<file path="config.mk">
export PLATFORM = sky130hd
export DESIGN_NAME = xor_checked_frame_receiver_flat
export DESIGN_NICKNAME = d
export VERILOG_FILES = /design/src/rtl/xcfr_pkg.sv /design/src/rtl/xcfr_in_if.sv /design/src/rtl/xcfr_out_if.sv /design/src/rtl/xcfr_cfg_if.sv /design/src/rtl/xor_checked_frame_receiver.sv /design/src/flat_wrapper.sv
export VERILOG_INCLUDE_DIRS = /design/src /design/src/rtl
export SDC_FILE = /design/constraint.sdc
export NUM_CORES = 1
export LEC_CHECK = 0
export BUFFER_PORTS_ARGS = -buffer_cell sky130_fd_sc_hd__buf_2
export CAP_MARGIN = 20
export CORE_MARGIN = 4
export CORE_UTILIZATION = 53
export DETAILED_ROUTE_END_ITERATION = 10
export PLACE_DENSITY = 0.8
export SETUP_SLACK_MARGIN = 0.3
export SLEW_MARGIN = 40
export SYNTH_ARGS = -nofsm -noshare
export SYNTH_HDL_FRONTEND = slang
export SYNTH_SLANG_ARGS = --single-unit
</file>
<file path="constraint.sdc">
create_clock -name clk -period 3.3 [get_ports clk]
set_input_delay 0.33 -clock clk [delete_from_list [all_inputs] [get_ports clk]]
set_output_delay 0.33 -clock clk [all_outputs]
set_load 0.02 [all_outputs]
</file>
<file path="src/rtl/assert_macros.svh">
// Assertion macros used by the receiver RTL.
`ifndef ASSERT_MACROS_SVH
`define ASSERT_MACROS_SVH

// Same-cycle implication, disabled while reset is asserted.
`define XCFR_ASSERT_NOW(label, clk, rst_n, ante, cons) \
  label: assert property (@(posedge clk) disable iff (!(rst_n)) (ante) |-> (cons)) \
    else $error("xcfr same-cycle check failed");

// Next-cycle implication, disabled while reset is asserted.
`define XCFR_ASSERT_NEXT(label, clk, rst_n, ante, cons) \
  label: assert property (@(posedge clk) disable iff (!(rst_n)) (ante) |=> (cons)) \
    else $error("xcfr next-cycle check failed");

`endif

</file>
<file path="src/rtl/xcfr_pkg.sv">
// Package with the types, codes and constants of the frame receiver.
package xcfr_pkg;

  localparam int unsigned POS_W = 17;

  typedef logic [7:0]       byte_t;
  typedef logic [15:0]      len_t;
  typedef logic [POS_W-1:0] pos_t;
  typedef logic [2:0]       event_kind_t;
  typedef logic [7:0]       cfg_index_t;
  typedef logic [15:0]      cfg_data_t;

  // Event codes carried on the result channel.
  localparam event_kind_t EV_IGNORED   = 3'd0;
  localparam event_kind_t EV_HEADER    = 3'd1;
  localparam event_kind_t EV_BODY      = 3'd2;
  localparam event_kind_t EV_GOOD      = 3'd3;
  localparam event_kind_t EV_CKSUM_ERR = 3'd4;
  localparam event_kind_t EV_TOO_LONG  = 3'd5;
  localparam event_kind_t EV_BAD_TOKEN = 3'd6;

  // Configuration register indexes.
  localparam cfg_index_t REG_START_MARKER = 8'd0;
  localparam cfg_index_t REG_TOKEN_MARKER = 8'd1;
  localparam cfg_index_t REG_MAX_BODY_LEN = 8'd2;

  // Reset values of the configuration registers.
  localparam byte_t START_MARKER_RST = 8'd27;
  localparam byte_t TOKEN_MARKER_RST = 8'd14;
  localparam len_t  MAX_BODY_LEN_RST = 16'd275;

  // Frame offsets of the header bytes.
  localparam pos_t POS_HUNT   = 17'd0;
  localparam pos_t POS_SEQ    = 17'd1;
  localparam pos_t POS_LEN_HI = 17'd2;
  localparam pos_t POS_LEN_LO = 17'd3;
  localparam pos_t POS_TOKEN  = 17'd4;
  localparam pos_t HDR_BYTES  = 17'd5;

endpackage

</file>
<file path="src/rtl/xcfr_in_if.sv">
// Input byte channel interface.
interface xcfr_in_if;
  logic           valid;
  logic           ready;
  xcfr_pkg::byte_t rx_byte;

  modport source (output valid, output rx_byte, input ready);
  modport sink   (input valid, input rx_byte, output ready);
endinterface

</file>
<file path="src/rtl/xcfr_out_if.sv">
// Result channel interface.
interface xcfr_out_if;
  logic                  valid;
  logic                  ready;
  xcfr_pkg::event_kind_t event_kind;
  xcfr_pkg::byte_t       data_byte;
  xcfr_pkg::len_t        body_index;
  xcfr_pkg::byte_t       sequence_number;
  xcfr_pkg::len_t        body_length;
  logic                  frame_end;

  modport source (output valid, output event_kind, output data_byte, output body_index,
                  output sequence_number, output body_length, output frame_end,
                  input ready);
  modport sink   (input valid, input event_kind, input data_byte, input body_index,
                  input sequence_number, input body_length, input frame_end,
                  output ready);
endinterface

</file>
<file path="src/rtl/xcfr_cfg_if.sv">
// Configuration write channel interface.
interface xcfr_cfg_if;
  logic                 valid;
  logic                 ready;
  xcfr_pkg::cfg_index_t index;
  xcfr_pkg::cfg_data_t  data;

  modport source (output valid, output index, output data, input ready);
  modport sink   (input valid, input index, input data, output ready);
endinterface

</file>
<file path="src/rtl/xor_checked_frame_receiver.sv">
// Top level of the XOR-checked frame receiver.
//
//   channel  direction  payload
//   in_ch    sink       rx_byte
//   out_ch   source     event_kind, data_byte, body_index, sequence_number,
//                       body_length, frame_end
//   cfg_ch   sink       index, data (register write)
//
// Every input transaction yields exactly one result transaction, through the result register.
// A new byte is taken in every cycle while the result register is empty or drains
// in that same cycle; the single output register sets that rate of one per cycle.
// Reset (rst_n low, synchronous) empties the result register, restarts the hunt
// for a start marker and restores the configuration registers to their defaults.
// A stalled output holds its result and stops intake until it is taken.
`include "assert_macros.svh"

module xor_checked_frame_receiver (
  input logic       clk,
  input logic       rst_n,
  xcfr_in_if.sink   in_ch,
  xcfr_out_if.source out_ch,
  xcfr_cfg_if.sink  cfg_ch
);

  // Configuration registers.
  xcfr_pkg::byte_t start_marker_r;
  xcfr_pkg::byte_t token_marker_r;
  xcfr_pkg::len_t  max_body_len_r;

  // Frame tracking state.
  xcfr_pkg::pos_t  pos_r, pos_nxt;
  xcfr_pkg::len_t  body_len_r, body_len_nxt;
  xcfr_pkg::byte_t len_hi_r, len_hi_nxt;
  xcfr_pkg::byte_t seq_r, seq_nxt;
  xcfr_pkg::byte_t xor_r, xor_nxt;

  // Result register.
  logic                  out_valid_r;
  xcfr_pkg::event_kind_t out_kind_r, out_kind_nxt;
  xcfr_pkg::byte_t       out_data_r;
  xcfr_pkg::len_t        out_index_r, out_index_nxt;
  xcfr_pkg::byte_t       out_seq_r, out_seq_nxt;
  xcfr_pkg::len_t        out_len_r, out_len_nxt;
  logic                  out_end_r, out_end_nxt;

  logic in_fire;
  logic out_fire;

  // The result register may be refilled in the same cycle it is drained.
  assign in_ch.ready = !out_valid_r || out_ch.ready;
  assign in_fire     = in_ch.valid && in_ch.ready;
  assign out_fire    = out_valid_r && out_ch.ready;

  // Configuration writes are always taken; unknown indexes are dropped.
  assign cfg_ch.ready = 1'b1;

  always_ff @(posedge clk) begin
    if (!rst_n) begin
      start_marker_r <= xcfr_pkg::START_MARKER_RST;
      token_marker_r <= xcfr_pkg::TOKEN_MARKER_RST;
      max_body_len_r <= xcfr_pkg::MAX_BODY_LEN_RST;
    end else if (cfg_ch.valid) begin
      case (cfg_ch.index)
        xcfr_pkg::REG_START_MARKER: start_marker_r <= cfg_ch.data[7:0];
        xcfr_pkg::REG_TOKEN_MARKER: token_marker_r <= cfg_ch.data[7:0];
        xcfr_pkg::REG_MAX_BODY_LEN: max_body_len_r <= cfg_ch.data;
        default: ;
      endcase
    end
  end

  // Next-state and result logic for the byte on the input channel. The state
  // is the frame offset of the next byte; offset zero means we are hunting.
  always_comb begin
    xcfr_pkg::byte_t b;
    xcfr_pkg::len_t  blen;
    xcfr_pkg::pos_t  last_pos;
    b        = in_ch.rx_byte;
    blen     = {len_hi_r, b};
    // The checksum byte sits at offset body length plus five.
    last_pos = {1'b0, body_len_r} + xcfr_pkg::HDR_BYTES;

    pos_nxt       = pos_r;
    body_len_nxt  = body_len_r;
    len_hi_nxt    = len_hi_r;
    seq_nxt       = seq_r;
    xor_nxt       = xor_r ^ b;
    out_kind_nxt  = xcfr_pkg::EV_IGNORED;
    out_index_nxt = '0;
    out_seq_nxt   = seq_r;
    out_len_nxt   = body_len_r;
    out_end_nxt   = 1'b0;

    if (pos_r == xcfr_pkg::POS_HUNT) begin
      out_seq_nxt = '0;
      out_len_nxt = '0;
      xor_nxt     = xor_r;
      if (b == start_marker_r) begin
        out_kind_nxt = xcfr_pkg::EV_HEADER;
        xor_nxt      = b;
        seq_nxt      = '0;
        len_hi_nxt   = '0;
        body_len_nxt = '0;
        pos_nxt      = xcfr_pkg::POS_SEQ;
      end
    end else if (pos_r == xcfr_pkg::POS_SEQ) begin
      out_kind_nxt = xcfr_pkg::EV_HEADER;
      seq_nxt      = b;
      out_seq_nxt  = b;
      out_len_nxt  = '0;
      pos_nxt      = xcfr_pkg::POS_LEN_HI;
    end else if (pos_r == xcfr_pkg::POS_LEN_HI) begin
      out_kind_nxt = xcfr_pkg::EV_HEADER;
      len_hi_nxt   = b;
      out_len_nxt  = '0;
      pos_nxt      = xcfr_pkg::POS_LEN_LO;
    end else if (pos_r == xcfr_pkg::POS_LEN_LO) begin
      out_len_nxt = blen;
      if (blen > max_body_len_r) begin
        out_kind_nxt = xcfr_pkg::EV_TOO_LONG;
        out_end_nxt  = 1'b1;
        pos_nxt      = xcfr_pkg::POS_HUNT;
      end else begin
        out_kind_nxt = xcfr_pkg::EV_HEADER;
        body_len_nxt = blen;
        pos_nxt      = xcfr_pkg::POS_TOKEN;
      end
    end else if (pos_r == xcfr_pkg::POS_TOKEN) begin
      if (b != token_marker_r) begin
        out_kind_nxt = xcfr_pkg::EV_BAD_TOKEN;
        out_end_nxt  = 1'b1;
        pos_nxt      = xcfr_pkg::POS_HUNT;
      end else begin
        out_kind_nxt = xcfr_pkg::EV_HEADER;
        pos_nxt      = xcfr_pkg::HDR_BYTES;
      end
    end else if (pos_r < last_pos) begin
      out_kind_nxt  = xcfr_pkg::EV_BODY;
      out_index_nxt = 16'(pos_r - xcfr_pkg::HDR_BYTES);
      pos_nxt       = pos_r + 17'd1;
    end else begin
      // Checksum byte: the XOR over the whole frame must come out zero.
      out_kind_nxt = (xor_nxt == 8'd0) ? xcfr_pkg::EV_GOOD : xcfr_pkg::EV_CKSUM_ERR;
      out_end_nxt  = 1'b1;
      pos_nxt      = xcfr_pkg::POS_HUNT;
    end
  end

  always_ff @(posedge clk) begin
    if (!rst_n) begin
      pos_r       <= xcfr_pkg::POS_HUNT;
      body_len_r  <= '0;
      len_hi_r    <= '0;
      seq_r       <= '0;
      xor_r       <= '0;
      out_valid_r <= 1'b0;
    end else begin
      if (in_fire) begin
        pos_r      <= pos_nxt;
        body_len_r <= body_len_nxt;
        len_hi_r   <= len_hi_nxt;
        seq_r      <= seq_nxt;
        xor_r      <= xor_nxt;
      end
      if (in_fire) begin
        out_valid_r <= 1'b1;
      end else if (out_fire) begin
        out_valid_r <= 1'b0;
      end
    end
  end

  // Result payload; only loaded when a transaction is taken.
  always_ff @(posedge clk) begin
    if (in_fire) begin
      out_kind_r  <= out_kind_nxt;
      out_data_r  <= in_ch.rx_byte;
      out_index_r <= out_index_nxt;
      out_seq_r   <= out_seq_nxt;
      out_len_r   <= out_len_nxt;
      out_end_r   <= out_end_nxt;
    end
  end

  assign out_ch.valid           = out_valid_r;
  assign out_ch.event_kind      = out_kind_r;
  assign out_ch.data_byte       = out_data_r;
  assign out_ch.body_index      = out_index_r;
  assign out_ch.sequence_number = out_seq_r;
  assign out_ch.body_length     = out_len_r;
  assign out_ch.frame_end       = out_end_r;

  // A frame-closing result goes with exactly the verdict event codes.
  `XCFR_ASSERT_NOW(a_end_matches_kind, clk, rst_n, out_valid_r,
    out_end_r == (out_kind_r == xcfr_pkg::EV_GOOD || out_kind_r == xcfr_pkg::EV_CKSUM_ERR ||
                  out_kind_r == xcfr_pkg::EV_TOO_LONG || out_kind_r == xcfr_pkg::EV_BAD_TOKEN))

  // Inside the body the offset never passes the checksum byte.
  `XCFR_ASSERT_NOW(a_pos_in_frame, clk, rst_n, pos_r > xcfr_pkg::HDR_BYTES,
    pos_r <= ({1'b0, body_len_r} + xcfr_pkg::HDR_BYTES))

  // A verdict sends the receiver back to hunting.
  `XCFR_ASSERT_NEXT(a_verdict_resets_hunt, clk, rst_n, in_fire && out_end_nxt,
    pos_r == xcfr_pkg::POS_HUNT && out_end_r)

  // While hunting, anything but the start marker is reported as ignored.
  `XCFR_ASSERT_NEXT(a_hunt_ignores, clk, rst_n,
    in_fire && pos_r == xcfr_pkg::POS_HUNT && in_ch.rx_byte != start_marker_r,
    out_valid_r && out_kind_r == xcfr_pkg::EV_IGNORED && pos_r == xcfr_pkg::POS_HUNT)

endmodule
</file>
<file path="src/flat_wrapper.sv">
// flat-port wrapper written by rule: the top's interface ports become plain ports
module xor_checked_frame_receiver_flat 
  (clk, rst_n, in_ch_valid, in_ch_rx_byte, in_ch_ready, out_ch_valid, out_ch_event_kind, out_ch_data_byte, out_ch_body_index, out_ch_sequence_number, out_ch_body_length, out_ch_frame_end, out_ch_ready, cfg_ch_valid, cfg_ch_index, cfg_ch_data, cfg_ch_ready);
  xcfr_in_if in_ch_i ();
  xcfr_out_if out_ch_i ();
  xcfr_cfg_if cfg_ch_i ();
  input logic clk;
  input logic rst_n;
  input wire logic [$bits(in_ch_i.valid)-1:0] in_ch_valid;
  input wire logic [$bits(in_ch_i.rx_byte)-1:0] in_ch_rx_byte;
  output wire logic [$bits(in_ch_i.ready)-1:0] in_ch_ready;
  output wire logic [$bits(out_ch_i.valid)-1:0] out_ch_valid;
  output wire logic [$bits(out_ch_i.event_kind)-1:0] out_ch_event_kind;
  output wire logic [$bits(out_ch_i.data_byte)-1:0] out_ch_data_byte;
  output wire logic [$bits(out_ch_i.body_index)-1:0] out_ch_body_index;
  output wire logic [$bits(out_ch_i.sequence_number)-1:0] out_ch_sequence_number;
  output wire logic [$bits(out_ch_i.body_length)-1:0] out_ch_body_length;
  output wire logic [$bits(out_ch_i.frame_end)-1:0] out_ch_frame_end;
  input wire logic [$bits(out_ch_i.ready)-1:0] out_ch_ready;
  input wire logic [$bits(cfg_ch_i.valid)-1:0] cfg_ch_valid;
  input wire logic [$bits(cfg_ch_i.index)-1:0] cfg_ch_index;
  input wire logic [$bits(cfg_ch_i.data)-1:0] cfg_ch_data;
  output wire logic [$bits(cfg_ch_i.ready)-1:0] cfg_ch_ready;
  assign in_ch_i.valid = in_ch_valid;
  assign in_ch_i.rx_byte = in_ch_rx_byte;
  assign in_ch_ready = in_ch_i.ready;
  assign out_ch_valid = out_ch_i.valid;
  assign out_ch_event_kind = out_ch_i.event_kind;
  assign out_ch_data_byte = out_ch_i.data_byte;
  assign out_ch_body_index = out_ch_i.body_index;
  assign out_ch_sequence_number = out_ch_i.sequence_number;
  assign out_ch_body_length = out_ch_i.body_length;
  assign out_ch_frame_end = out_ch_i.frame_end;
  assign out_ch_i.ready = out_ch_ready;
  assign cfg_ch_i.valid = cfg_ch_valid;
  assign cfg_ch_i.index = cfg_ch_index;
  assign cfg_ch_i.data = cfg_ch_data;
  assign cfg_ch_ready = cfg_ch_i.ready;
  xor_checked_frame_receiver u_core (.clk(clk), .rst_n(rst_n), .in_ch(in_ch_i), .out_ch(out_ch_i), .cfg_ch(cfg_ch_i));
endmodule
</file>
Yosys cells after proc, flatten, opt, wreduce, memory -nomap -nowiden. Index checks and enable logic that the tools add are counted.

Flip-flop bits (word level): 142. Input bits: 37. Output and inout port bits: 55. Word-level logic and storage cells: 93.

Add/subtract/negate cells: 3. $lt $le $gt $ge: 2. Equality and inequality tests: 12. Multiplexer cells: 41. Bitwise operators: 2. Reductions and logical operators: 18.

Operator list (count): 17-bit 2-to-1 mux (7); 16-bit 2-to-1 mux (7); 8-bit 2-to-1 mux (8); 17-bit by 2-bit == test with 1-bit output, second input constant (2); 3-bit 2-to-1 mux (11); 16-bit by 3-bit adder with 17-bit output, second input constant (1); 17-bit by 1-bit adder with 17-bit output, second input constant (1); 17-bit by 1-bit == test with 1-bit output, second input constant (1); 17-bit by 3-bit == test with 1-bit output, second input constant (1); 17-bit zero test (1); 17-bit less-than comparator (1); 16-bit > comparator (1); 8-bit zero test (2); 16-bit by 3-bit subtractor with 16-bit output, second input constant (1); 8-bit by 1-bit == test with 1-bit output, second input constant (1); 8-bit by 2-bit == test with 1-bit output, second input constant (1); 8-bit == test (1); 1-bit 2-to-1 mux (8); 8-bit inequality test (1); 2-bit AND reduction (4); 8-bit bitwise XOR (1); 2-bit by 1-bit inequality test with 1-bit output, second input constant (3); 6-bit AND reduction (1); 2-bit nonzero test (3); 8 further kinds (9).

Depth between registers and ports, before layout.
Depth in word-level cells: 9. Mapped depth: 13. Gate-level depth less buffers: 12.

Least setup slack after synthesis. No wires, ideal clock.

Kind: reg-to-reg. From: reg u_core.body_len_r[0]. To: reg u_core.out_index_r[11] (netlist: u_core.out_ch.body_index[11]), data pin. Library setup time: 266 ps. Arrival time: 2955 ps. Required time: 3034 ps. Setup slack: 79 ps. Stages on the path, launching flop included: 14. Buffers on the path: 2. Period minus slack after synthesis: 3221 ps. Cells stage by stage: dfxtp_1 ha_1 nor2_1 nor3_1 nand3_1 xor2_1 ha_1 nand4_1 nor4_1 o31ai_1 nand4_1 clkbuf_1 buf_1 nor2_1.

Longest elaborated chain between the ends: 4.

Ends and longest elaborated chain: start: declaration (RTL line xor_checked_frame_receiver.sv:32) `xcfr_pkg::len_t body_len_r, body_len_nxt;`; start signal: assignment (RTL line xor_checked_frame_receiver.sv:160) `body_len_r <= body_len_nxt;`; 16-bit by 3-bit adder with 17-bit output (RTL line xor_checked_frame_receiver.sv:81) `last_pos = {1'b0, body_len_r} + xcfr_pkg::HDR_BYTES;`; 17-bit less-than comparator (RTL line xor_checked_frame_receiver.sv:137) `end else if (pos_r < last_pos) begin`; 1-bit inverter (no source line); 6-bit OR reduction (no source line); end signal: assignment (RTL line xor_checked_frame_receiver.sv:178) `out_index_r <= out_index_nxt;`; end: declaration (RTL line xor_checked_frame_receiver.sv:41) `xcfr_pkg::len_t out_index_r, out_index_nxt;`.

No other way between the ends. A chain may end at the register's enable or synchronous reset.

Worst setup path after layout.
From: reg u_core.body_len_r[4]. To: reg u_core.pos_r[4].

Longest elaborated chain between the ends: 8.

Ends and longest elaborated chain: 16-bit by 3-bit adder with 17-bit output (RTL line xor_checked_frame_receiver.sv:81); 17-bit less-than comparator (RTL line xor_checked_frame_receiver.sv:137); 17-bit 2-to-1 mux (RTL line xor_checked_frame_receiver.sv:137); 17-bit 2-to-1 mux (RTL line xor_checked_frame_receiver.sv:128) `end else if (pos_r == xcfr_pkg::POS_TOKEN) begin`; 17-bit 2-to-1 mux (RTL line xor_checked_frame_receiver.sv:117) `end else if (pos_r == xcfr_pkg::POS_LEN_LO) begin`; 17-bit 2-to-1 mux (RTL line xor_checked_frame_receiver.sv:112) `end else if (pos_r == xcfr_pkg::POS_LEN_HI) begin`; 17-bit 2-to-1 mux (RTL line xor_checked_frame_receiver.sv:106) `end else if (pos_r == xcfr_pkg::POS_SEQ) begin`; 17-bit 2-to-1 mux (RTL line xor_checked_frame_receiver.sv:94) `if (pos_r == xcfr_pkg::POS_HUNT) begin`; end signal: assignment (RTL line xor_checked_frame_receiver.sv:151) `pos_r <= xcfr_pkg::POS_HUNT;`; end signal: assignment (RTL line xor_checked_frame_receiver.sv:159) `pos_r <= pos_nxt;`; end: declaration (RTL line xor_checked_frame_receiver.sv:31) `xcfr_pkg::pos_t pos_r, pos_nxt;`.

No other way between the ends.

==> impl_results.md <==
* Max Slew Vio Count at 0
* Worst-path clk slew at 60 ps
* Area growth, synth to finish at 22.05%
* Dpl hpwl at 12570 um
* Flops & latches, synth at 142
* Avg Cell Area, Syn at 9.379 um^2
* ANT nets after route at 0
* Placed Area at 8210 um^2
* Post-placement setup slack at -30.89 ps
* DRT Wirelength at 19830 um
* Ranking of synthesized cells by area: dfxtp_1, edfxtp_1, mux2i_1
* Crit Path Category: register to register
* Post-synthesis cell count at 810
* Antenna fix cells at 0
* Skew-Pair Late Insertion Delay at 430 ps
* Clock root buffer master: clkbuf_16
* Total grt overflow at 0
* RSZ-0062 raised after global routing: yes
* Startpoint Class: register
* Cts bufs inserted at 17
* CP Max Fanout at 6
* Final worst path period need at 3137 ps
* Outcome: finished clean
* Required time of the critical path at 3640 ps
* Lkg Pwr at 0.003654 uW
* Rows at 43
* Synth top area share at 23.72%
* DIE WIDTH at 127.7 um
* Main synth FF type: dfxtp_1
* Worst-margin pin slew at 1031 ps
* Routed vias at 6406
* # setup viols final at 0
* Vias per cell at 5.829
* I/O pins at 92
* Post-synth top cells: nand2_1, nor2_1, dfxtp_1, mux2i_1, edfxtp_1
* Die Area at 16310 um^2
* Net count after synthesis at 885
* CTS tree: built
* Setup Skew at between 10 and 15 ps
* Pwr per Cell Area at 432.2 nW/um^2
* Vias in the first global route at roughly 6000
* Post-Syn Area at 7597 um^2
* Share of layout cells above drive strength 1 at approximately a quarter
* Initial Utilization at 54.52%
* Tot GR Track Use at 23.82%
* Netlist cell types at around 60
* Final hold vios at 0
* Design area at ~9300 um^2
* Final Worst Setup Slack at 162.8 ps
* Tot Pwr at about 4000 uW
* Sequential-to-total area share from yosys stat at 44.27%
* Fmax at about 0.32 GHz
* Crit. End Element: register
* Largest net degree at the start of global routing at 72
* Post-layout util at 66.54%
* Core Box Area at ~14000 um^2
* Initial drt markers at 629
* Input/output buffers at 90
* Min-Delay Path Class: primary input to register
* H-tree depth at 4
* Number of max-cap violations at 0
* Die Y at 127.7 um
* Relative slew slack at 30.78%
* Post-synth ARST share at 0%
* Nets@finish at 981
* Number of synthesized flops with an enable pin at 52
* Warnings, synthesis at 0
* Crit path DAT at 3470 ps
* Antenna violations before repair at 0
* Gpl congestion at 0.8143
* Area leader, netlist: dfxtp_1
* CTS sink cnt at between 100 and 150
* TritonRoute pass-1 iters at 5
* Final worst-path cycle share at a little over nine tenths
* Maximum clock insertion buffer count at 2
* Routed len/inst at 18.04 um
* First-pass GRT wire length at 30910 um
* Count leader, synth: nand2_1
* # DRC at 0
* VDD IR-drop max at ~0.00034 V
-- area by class of cell --
cell class / count / area (um^2)
clock buffer: 20 / 446.7
timing repair buffer: 123 / 762.0
clock inverter: 12 / 142.6
fill: 1052 / 4662
inverter: 25 / 97.59
multi-input combinational: 597 / 4212
tap: 180 / 225.2
sequential: 142 / 3387
-- cells by family after synthesis --
group	Yosys count	synth area share [%]
mux	64	8.432
buf+inv	71	4.051
other cells	1	0.04936
flops	142	44.27
fa+ha+maj	38	6.258
xor+xnor	58	6.686
compound gates	110	9.651
simple gates	326	20.60
-- power by group --
group | total [uW] | switching, uW | internal [uW]
Sequential | 1850 | 7.90 | 1840
Combinational | 217 | 154 | 63.2
Clock | 1940 | 741 | 1200
-- timing repair --
| item | in CTS | in global routing |
|---|---|---|
| pin swaps | 9 | 33 |
| buffers inserted | 10 | 4 |
| hold buffers | 0 | 0 |
| endpoints found under the setup margin | 17 | 37 |
| resized for setup | 22 | 55 |
| gates cloned | 2 | 0 |
-- state kept, by name (all words and copies together), names as in the netlist --
signal and count:
u_core.len_hi_r 8, u_core.out_ch.body_index 16, u_core.seq_r 8, u_core.out_ch.event_kind 3, u_core.out_ch.body_length 16, u_core.body_len_r 16
u_core.start_marker_r 8, u_core.xor_r 8, u_core.out_ch.sequence_number 8, u_core.pos_r 17, u_core.out_ch.data_byte 8, u_core.out_ch.frame_end 1
u_core.token_marker_r 8, u_core.out_ch.valid 1, u_core.max_body_len_r 16
-- cell usage in the layout (no fill, tap or decap), drive strengths merged, types with 37 or more instances in the layout --
| cell | Yosys | routed |
|---|---|---|
| ha | 38 | 38 |
| nor2 | 92 | 92 |
| a21oi | 44 | 44 |
| mux2i | 64 | 64 |
| buf | 13 | 123 |
| xnor2 | 37 | 37 |
| dfxtp | 90 | 90 |
| nand2 | 113 | 113 |
| edfxtp | 52 | 52 |
-- metal layers --
metal | routed length (um) | GRT usage, % | up-vias | share of wire [%]
met3 | 1758 | 5.625 | 64 | 8.9
li1 | - | - | 3056 | -
met1 | 7846 | 30.58 | 2983 | 40
met5 | 0 | 0 | - | 0
met2 | 9599 | 38.45 | 303 | 48
met4 | 621 | 10.42 | 0 | 3.1
-- through the flow --
step	TNS, ps	cells	hold WS [ps]
2_1_floorplan	0	810	428.9
3_3_place_gp	0	1051	458.9
5_1_grt	0	1099	124.3
6_report	0	1099	109.0
4_1_cts	0	1095	105.6
3_5_place_dp	-64.01	1051	461.5
-- final timing paths --
check                      startpoint                        to  slack (ps)  cells after the start
min                    cfg_ch_data[8]  u_core.max_body_len_r[8]         110                      3
min reg2reg  u_core.max_body_len_r[1]  u_core.max_body_len_r[1]         480                      2
max              u_core.body_len_r[4]           u_core.pos_r[4]         160                     12
max reg2reg      u_core.body_len_r[4]           u_core.pos_r[4]         160                     12
-- worst max-delay path, stage by stage, from the launching register on --
cell     delay, ps
dfxtp_4        360
nand4_1        170
or3_4          460
nor2_4         160
xnor2_2        170
ha_1           300
nand2_1         90
o21a_1         160
nor2b_4        170
nand4_1        220
buf_12         220
or4_4          420
a21oi_2        150
(Power assumes the default switching activity.)
